File: config.mk
export PLATFORM = sky130hd
export DESIGN_NAME = process_id_allocator_top
export DESIGN_NICKNAME = d
export VERILOG_FILES = /design/src/hdl/pida_pkg.sv /design/src/hdl/pida_table.sv /design/src/hdl/pida_scan.sv /design/src/hdl/process_id_allocator_top.sv
export SDC_FILE = /design/constraint.sdc
export NUM_CORES = 2
export LEC_CHECK = 0
export BUFFER_PORTS_ARGS = -buffer_cell sky130_fd_sc_hd__buf_2
export CORE_MARGIN = 8
export CORE_UTILIZATION = 26
export CTS_CLUSTER_DIAMETER = 40
export DETAILED_ROUTE_END_ITERATION = 10
export GPL_TIMING_DRIVEN = 0
export PLACE_DENSITY = 0.44
export SLEW_MARGIN = 30
export SYNTH_ARGS = -nofsm -noshare
export SYNTH_HDL_FRONTEND = slang
export SYNTH_SLANG_ARGS = --single-unit
File: constraint.sdc
create_clock -name clk -period 6.1 [get_ports clk]
set_clock_uncertainty 0.15 [all_clocks]
set_input_delay 0 -clock clk [delete_from_list [all_inputs] [get_ports clk]]
set_output_delay 0 -clock clk [all_outputs]
set_load 0.03 [all_outputs]
File: src/hdl/pida_pkg.sv
// Shared constants, types and helpers of the identifier allocator.
// No dependencies.
package pida_pkg;

	localparam int SLOT_COUNT = 64;
	localparam int SLOT_W     = $clog2(SLOT_COUNT);
	localparam int IDENT_W    = 31;
	localparam int KIND_W     = 2;
	localparam int FREE_W     = 6;

	localparam logic [KIND_W-1:0] KIND_ALLOC   = 2'd0;
	localparam logic [KIND_W-1:0] KIND_OCCUPY  = 2'd1;
	localparam logic [KIND_W-1:0] KIND_RELEASE = 2'd2;

	localparam logic [SLOT_W-1:0] SLOT_LAST = SLOT_W'(SLOT_COUNT - 1);

	typedef struct packed {
		logic               en;
		logic               occupy;
		logic [SLOT_W-1:0]  idx;
		logic [IDENT_W-1:0] ident;
		logic [IDENT_W-1:0] group;
	} tbl_wr_t;

	typedef struct packed {
		logic               vld;
		logic [IDENT_W-1:0] ident;
		logic [IDENT_W-1:0] group;
	} tbl_rd_t;

	typedef struct packed {
		logic               start;
		logic [IDENT_W-1:0] last_ident;
	} scan_req_t;

	typedef struct packed {
		logic               done;
		logic [IDENT_W-1:0] ident;
		logic               found;
		logic [SLOT_W-1:0]  free_idx;
	} scan_rsp_t;

	function automatic logic [IDENT_W-1:0] next_ident(input logic [IDENT_W-1:0] v);
		logic [IDENT_W-1:0] n;
		n = v + IDENT_W'(1);
		return (n == '0) ? IDENT_W'(1) : n;
	endfunction

endpackage

File: src/hdl/pida_table.sv
// Slot table: valid flags in flip-flops, identifier and group memories.
// One write port, one registered read port. Depends on pida_pkg.
module pida_table (
	input  logic                       clk,
	input  logic                       arst_n,
	input  pida_pkg::tbl_wr_t          wr,
	input  logic [pida_pkg::SLOT_W-1:0] rd_idx,
	output pida_pkg::tbl_rd_t          rd
);

	logic [pida_pkg::SLOT_COUNT-1:0] valid_q;
	logic [pida_pkg::IDENT_W-1:0]    ident_mem [pida_pkg::SLOT_COUNT];
	logic [pida_pkg::IDENT_W-1:0]    group_mem [pida_pkg::SLOT_COUNT];
	logic                            rd_vld_q;
	logic [pida_pkg::IDENT_W-1:0]    rd_ident_q;
	logic [pida_pkg::IDENT_W-1:0]    rd_group_q;

	always_ff @(posedge clk or negedge arst_n) begin
		if (!arst_n) begin
			valid_q  <= '0;
			rd_vld_q <= 1'b0;
		end else begin
			if (wr.en) begin
				valid_q[wr.idx] <= wr.occupy;
			end
			rd_vld_q <= valid_q[rd_idx];
		end
	end

	always_ff @(posedge clk) begin
		if (wr.en && wr.occupy) begin
			ident_mem[wr.idx] <= wr.ident;
			group_mem[wr.idx] <= wr.group;
		end
		rd_ident_q <= ident_mem[rd_idx];
		rd_group_q <= group_mem[rd_idx];
	end

	assign rd.vld   = rd_vld_q;
	assign rd.ident = rd_ident_q;
	assign rd.group = rd_group_q;

endmodule

File: src/hdl/pida_scan.sv
// Collision scan sequencer: walks the slot table once per candidate,
// advances on a match and tracks the lowest free slot above slot 0. Depends on pida_pkg.
module pida_scan (
	input  logic                        clk,
	input  logic                        arst_n,
	input  pida_pkg::scan_req_t         req,
	output logic [pida_pkg::SLOT_W-1:0] rd_idx,
	input  pida_pkg::tbl_rd_t           rd,
	output pida_pkg::scan_rsp_t         rsp
);

	logic                         issue_q;
	logic [pida_pkg::SLOT_W-1:0]  rd_idx_q;
	logic                         pipe_vld_s1;
	logic [pida_pkg::SLOT_W-1:0]  pipe_idx_s1;
	logic [pida_pkg::IDENT_W-1:0] cand_q;
	logic                         free_found_q;
	logic [pida_pkg::SLOT_W-1:0]  free_idx_q;
	logic                         done_q;
	logic                         hit;

	assign hit = pipe_vld_s1 && rd.vld && ((rd.ident == cand_q) || (rd.group == cand_q));

	always_ff @(posedge clk or negedge arst_n) begin
		if (!arst_n) begin
			issue_q      <= 1'b0;
			rd_idx_q     <= '0;
			pipe_vld_s1  <= 1'b0;
			pipe_idx_s1  <= '0;
			free_found_q <= 1'b0;
			done_q       <= 1'b0;
		end else begin
			done_q <= 1'b0;
			if (req.start) begin
				issue_q      <= 1'b1;
				rd_idx_q     <= '0;
				pipe_vld_s1  <= 1'b0;
				free_found_q <= 1'b0;
			end else if (hit) begin
				issue_q      <= 1'b1;
				rd_idx_q     <= '0;
				pipe_vld_s1  <= 1'b0;
				free_found_q <= 1'b0;
			end else begin
				pipe_vld_s1 <= issue_q;
				pipe_idx_s1 <= rd_idx_q;
				if (issue_q) begin
					if (rd_idx_q == pida_pkg::SLOT_LAST) begin
						issue_q <= 1'b0;
					end else begin
						rd_idx_q <= rd_idx_q + pida_pkg::SLOT_W'(1);
					end
				end
				if (pipe_vld_s1) begin
					if (!rd.vld && (pipe_idx_s1 != '0) && !free_found_q) begin
						free_found_q <= 1'b1;
					end
					if (pipe_idx_s1 == pida_pkg::SLOT_LAST) begin
						done_q <= 1'b1;
					end
				end
			end
		end
	end

	always_ff @(posedge clk) begin
		if (req.start) begin
			cand_q <= pida_pkg::next_ident(req.last_ident);
		end else if (hit) begin
			cand_q <= pida_pkg::next_ident(cand_q);
		end
		if (pipe_vld_s1 && !hit && !rd.vld && (pipe_idx_s1 != '0) && !free_found_q) begin
			free_idx_q <= pipe_idx_s1;
		end
	end

	assign rd_idx       = rd_idx_q;
	assign rsp.done     = done_q;
	assign rsp.ident    = cand_q;
	assign rsp.found    = free_found_q;
	assign rsp.free_idx = free_idx_q;

endmodule

File: src/hdl/process_id_allocator_top.sv
// Top level of the identifier and slot allocator.
// Depends on pida_pkg, pida_table and pida_scan.
//
//  channel | handshake            | payload
//  in      | in_valid / in_stall  | kind, slot, ident, group_ident
//  out     | out_valid / out_stall| status, new_ident, free_slot
//
// Occupy, release and unused kinds are registered and give their result in the next cycle.
// Allocate reads the table serially, one slot per cycle through the registered memory
// port, walking all slots once per candidate tried, a collision restarting the walk
// early; the scan's done flag and then the result are registered.
// Reset clears all valid flags and the last identifier; no clearing pass is needed.
// in_stall is high during an allocation and while a result waits under out_stall.
module process_id_allocator_top (
	input  logic                          clk,
	input  logic                          arst_n,
	input  logic                          in_valid,
	output logic                          in_stall,
	input  logic [pida_pkg::KIND_W-1:0]   kind,
	input  logic [5:0]                    slot,
	input  logic [pida_pkg::IDENT_W-1:0]  ident,
	input  logic [pida_pkg::IDENT_W-1:0]  group_ident,
	output logic                          out_valid,
	input  logic                          out_stall,
	output logic                          status,
	output logic [pida_pkg::IDENT_W-1:0]  new_ident,
	output logic [pida_pkg::FREE_W-1:0]   free_slot
);

	localparam logic [0:0] ST_IDLE = 1'b0;
	localparam logic [0:0] ST_SCAN = 1'b1;

	logic [0:0]                   state_q;
	logic [pida_pkg::IDENT_W-1:0] last_ident_q;
	logic                         out_valid_q;
	logic                         status_q;
	logic [pida_pkg::IDENT_W-1:0] new_ident_q;
	logic [pida_pkg::FREE_W-1:0]  free_slot_q;
	logic                         accept;
	logic                         res_load;
	logic                         slot_ok;
	logic [pida_pkg::SLOT_W-1:0]  rd_idx;
	pida_pkg::tbl_wr_t            wr;
	pida_pkg::tbl_rd_t            rd;
	pida_pkg::scan_req_t          req;
	pida_pkg::scan_rsp_t          rsp;

	assign in_stall = (state_q != ST_IDLE) || (out_valid_q && out_stall);
	assign accept   = in_valid && !in_stall;
	assign slot_ok  = int'(slot) < pida_pkg::SLOT_COUNT;
	assign res_load = (accept && (kind != pida_pkg::KIND_ALLOC)) ||
	                  ((state_q == ST_SCAN) && rsp.done);

	assign wr.en     = accept && slot_ok &&
	                   ((kind == pida_pkg::KIND_OCCUPY) || (kind == pida_pkg::KIND_RELEASE));
	assign wr.occupy = (kind == pida_pkg::KIND_OCCUPY);
	assign wr.idx    = pida_pkg::SLOT_W'(slot);
	assign wr.ident  = ident;
	assign wr.group  = group_ident;

	assign req.start      = accept && (kind == pida_pkg::KIND_ALLOC);
	assign req.last_ident = last_ident_q;

	pida_table u_table (
		.clk    (clk),
		.arst_n (arst_n),
		.wr     (wr),
		.rd_idx (rd_idx),
		.rd     (rd)
	);

	pida_scan u_scan (
		.clk    (clk),
		.arst_n (arst_n),
		.req    (req),
		.rd_idx (rd_idx),
		.rd     (rd),
		.rsp    (rsp)
	);

	always_ff @(posedge clk or negedge arst_n) begin
		if (!arst_n) begin
			state_q      <= ST_IDLE;
			last_ident_q <= '0;
			out_valid_q  <= 1'b0;
		end else begin
			if (res_load) begin
				out_valid_q <= 1'b1;
			end else if (out_valid_q && !out_stall) begin
				out_valid_q <= 1'b0;
			end
			case (state_q)
				ST_IDLE: begin
					if (accept && (kind == pida_pkg::KIND_ALLOC)) begin
						state_q <= ST_SCAN;
					end
				end
				ST_SCAN: begin
					if (rsp.done) begin
						state_q      <= ST_IDLE;
						last_ident_q <= rsp.ident;
					end
				end
				default: begin
					state_q <= ST_IDLE;
				end
			endcase
		end
	end

	always_ff @(posedge clk) begin
		if (state_q == ST_IDLE && accept && kind != pida_pkg::KIND_ALLOC) begin
			status_q    <= 1'b0;
			new_ident_q <= '0;
			free_slot_q <= '0;
		end else if (state_q == ST_SCAN && rsp.done) begin
			status_q    <= !rsp.found;
			new_ident_q <= rsp.ident;
			free_slot_q <= rsp.found ? pida_pkg::FREE_W'(rsp.free_idx) : '0;
		end
	end

	assign out_valid = out_valid_q;
	assign status    = status_q;
	assign new_ident = new_ident_q;
	assign free_slot = free_slot_q;

endmodule

==> impl_metrics.tcl <==
set metrics [dict create \
    worstMarginPinSlew_ns 1.07 \
    grtUsageMet1 0.206 \
    endpoint "u_table.group_mem[31][24]" \
    grt_pass1_wl_mm 695 \
    grt_use_met3 0.0287 \
    fin_util 0.333 \
    std_cell_rows 289 \
    cp.required_ns 6.69 \
    grt_util_met2 0.251 \
    cp.depth 10 \
    grt.busiest_layer "met2" \
    syn_nets 6887 \
    place.gp.congestion 0.817 \
    cts.clk_slew.worst_paths_ns 0.06 \
    initial_core_util 0.261 \
    ys_ff_latch 4219 \
    cts_sinks 4219 \
    max_stage_delay_ns 0.75 \
    clockBufferDepth 4 \
    switching_share 0.211 \
    critPathSlowestCell "nor2_4" \
    final.period_utilization 0.754 \
    cts_max_level 6 \
    initialDrtViolationCount 8734 \
    grt_pass1_vias 83200 \
    antenna_found_initial 42 \
    vias_per_cell 4.72 \
    die_area_um2 647000 \
    total_power_mw 68.5 \
    root_buffer "clkbuf_16" \
    dieHeight_um 804 \
    drv_slew 0 \
    die_w_um 804 \
    whs_path_depth 5 \
    synth_warnings 0 \
    r2r-end "u_table.group_mem[31][24]" \
    synth_area_leaders "edfxtp_1 74%, mux4_2 18%, dfrtp_1 1.8%, dfxtp_1 1.2%, clkbuf_1 0.47%" \
    fill_cells 57700 \
    final-setup-viol-count 0 \
    route.vias.total 79800 \
    cp-start-kind "register" \
    holdBufCountCts 128 \
    antenna_left 0 \
    rsz0062_at_grt "false" \
    grt.overflow.total 0 \
    intPower_mw 54.0 \
    worstSkewPairLatency_ns 1.09 \
    ff2ff_path_depth 10 \
    maxCapViolCount 0 \
    r2r_start "state_q" \
    syn_inst 6808 \
    ys_types 58 \
    cts_tree "yes" \
    nets 8150 \
    synthFlopType "edfxtp_1" \
    power.clock.fraction 0.527 \
    grt_usage 0.153 \
    instances_no_fill 16900 \
    wire_per_inst_um 30.0 \
    p_switching_mw 14.4 \
    cp_top_family "simple AND/OR/NAND/NOR gates" \
    placed_cell_area_um2 183000 \
    seq_power_share 0.463 \
    post_cts_resized 0 \
    hold_class "in -> reg" \
    route.detailed.drc 0 \
    synth_top_area_cell "edfxtp_1" \
    p_comb_frac 0.010 \
    cellPowerDensity_nw_per_um2 332 \
    area_delta_synth_final_pct 27.5 \
    cts_setup_buffers 0 \
    wirelength_mm 507 \
    max_freq_ghz 0.217 \
    startpoint "state_q" \
    synth_top_area_share 0.744 \
    fin_setup_tns_ns 0 \
    endpoint_kind "register" \
    timing.reg2reg.setup_slack_ns 1.50 \
    peakVddDrop_uv 280 \
    core-area_um2 619000 \
    cp.buffers_inverters 5 \
    drive_gt1_frac 0.367 \
    layout_min_cycle_time_ns 4.60 \
    stdcell_area_um2 206000 \
    synth_edf_count 4005 \
    worstSetupPathType "reg -> reg" \
    ios 114 \
    p_leak_nw 65.0 \
    seq_area_frac_synth 0.774 \
    grt_max_degree 70 \
    critical_path.max_fanout 15 \
    crit_chain "a21oi_1, and3_1, clkbuf_1, nand4_1, inv_1, nand2_1, nor2_4, buf_16, buf_16, buf_16" \
    dpl.hpwl_mm 356 \
    relSlewSlack 0.286 \
    timing_hold_violations_final 0 \
    io_buffers 109 \
    ys_async_sr_fraction 0.0270 \
    arrival_ns 5.19 \
    dp.cells 15600 \
    syn_avg_cell_area_um2 23.7 \
    cts_made_buffers 624 \
    first_pass_iters 5 \
    status "completed" \
    syn_area_um2 162000 \
    critPathMostFrequentCell "buf_16" \
]
==> stage by stage <==
stage	hold WS, ns	setup WS, ns
detailed placement	-0.221	1.55
global placement	0.0814	-5.24
floorplan	-0.446	1.13
global route	0.117	1.40
finish	0.120	1.50
CTS	0.00522	1.54
==> tightest hold or removal path, stage by stage <==
cell	delay (ns)
dlygate4sd3_1	0.60
clkbuf_1	0.24
nand2_1	0.28
o21ai_0	0.10
o21ai_0	0.07
==> worst min-delay path by stage <==
stage	start	endpoint	slack, ns
floorplan	arst_n	last_ident_q[0]	-0.45
global route	slot[4]	u_table.ident_mem[39][29]	0.12
global placement	out_stall	out_valid	0.08
detailed placement	arst_n	last_ident_q[4]	-0.22
CTS	ident[16]	u_table.ident_mem[61][16]	0.005
finish	slot[0]	u_table.valid_q[57]	0.12
==> cell type report <==
type	instances	area (um2)	share of cell area
diodes	22	55.1	0.000267
plain buffers	397	1930	0.00936
clock buffers	724	16400	0.0795
clock inverters	430	4900	0.0238
inverters	14	52.6	0.000255
multi-input cells	2178	35200	0.171
flip-flops and latches	4219	125000	0.607
well taps	8293	10400	0.0504
repair buffers	637	12000	0.0582
==> sequential cells by signal, summed over array words and instances (netlist names), 6 cells and up <==
name and cells:
free_slot 6, u_table.group_mem 1984, u_table.ident_mem 1984, u_scan.free_idx_q 6
u_scan.pipe_idx_s1 6, u_table.valid_q 64, u_table.rd_group_q 31, u_scan.rd_idx 6
u_scan.cand_q 31, u_table.rd_ident_q 31, new_ident 31, last_ident_q 31
==> synth_stat cells (2+ instances only) <==
master / n
o31a_1: 2
buf_2: 101
and2_1: 4
a22oi_1: 2
or2_2: 11
mux2i_1: 7
clkbuf_2: 3
dfrtp_1: 114
nor2b_1: 2
nor4_1: 17
nor3b_1: 4
buf_1: 60
buf_6: 6
or2_1: 2
a21oi_1: 48
or4_1: 3
buf_4: 23
a311oi_1: 2
or3b_2: 4
clkbuf_1: 204
xnor2_1: 57
nor2_1: 118
and4_1: 12
nor4_2: 3
nor3_1: 14
nand4_1: 32
ha_1: 5
nand2_1: 188
or3_1: 6
inv_1: 14
nand3_1: 42
a2111oi_0: 2
nand4_2: 3
mux4_2: 1323
mux2_2: 19
nand3b_1: 7
a211o_1: 3
edfxtp_1: 4005
and3_1: 7
o21ai_0: 132
a31o_2: 2
o21bai_1: 2
a31oi_1: 7
xor2_1: 73
dfxtp_1: 100
==> routing by layer <==
layer  routed length (um)  share of wire  up-vias
met4                15300          0.030        8
li1                     -              -    32000
met3                33100          0.065      802
met2               244000           0.48     3010
met5                   81        0.00016        -
met1               215000           0.42    44000
==> power groups by stage <==
| stage | Combinational (mW) | Sequential, mW | Clock (mW) |
|---|---|---|---|
| CTS | 0.640 | 31.7 | 36.8 |
| detailed placement | 0.540 | 32.3 | 0 |
| global route | 0.728 | 31.7 | 37.9 |
| floorplan | 0.0299 | 32.3 | 0 |
| global placement | 0.477 | 32.3 | 0 |
| finish | 0.664 | 31.7 | 36.1 |
==> cell families (layout without fill, tap and decap cells) <==
family                   after synthesis  in the layout  synth area share
flip-flops                          4219           4219             0.774
multiplexers                        1349           1349             0.186
AND/OR/NAND/NOR                      484            484            0.0142
buffers and inverters                411           2202            0.0112
AO/OA/AOI/OAI                        210            210           0.00701
XOR/XNOR                             130            130           0.00704
adder cells (fa/ha/maj)                5              5          0.000387
other                                  0             22                 0
==> placed cells by master (no fill, tap or decap), types with 54 or more instances in the layout <==
cell           instances
edfxtp_1            4005
mux4_2              1323
clkbuf_16            638
buf_16               315
clkbuf_1             204
nand2_1              188
buf_2                178
dlygate4sd3_1        159
o21ai_0              132
dfrtp_1              114
dfxtp_1              100
buf_4                 86
xor2_1                73
clkinv_2              73
clkinv_1              73
clkbuf_2              64
nor2_4                64
inv_6                 61
bufinv_16             61
clkinvlp_4            58
xnor2_1               57
nor2_1                54
clkinv_4              54
No activity file was read; power rests on OpenSTA's default activity.
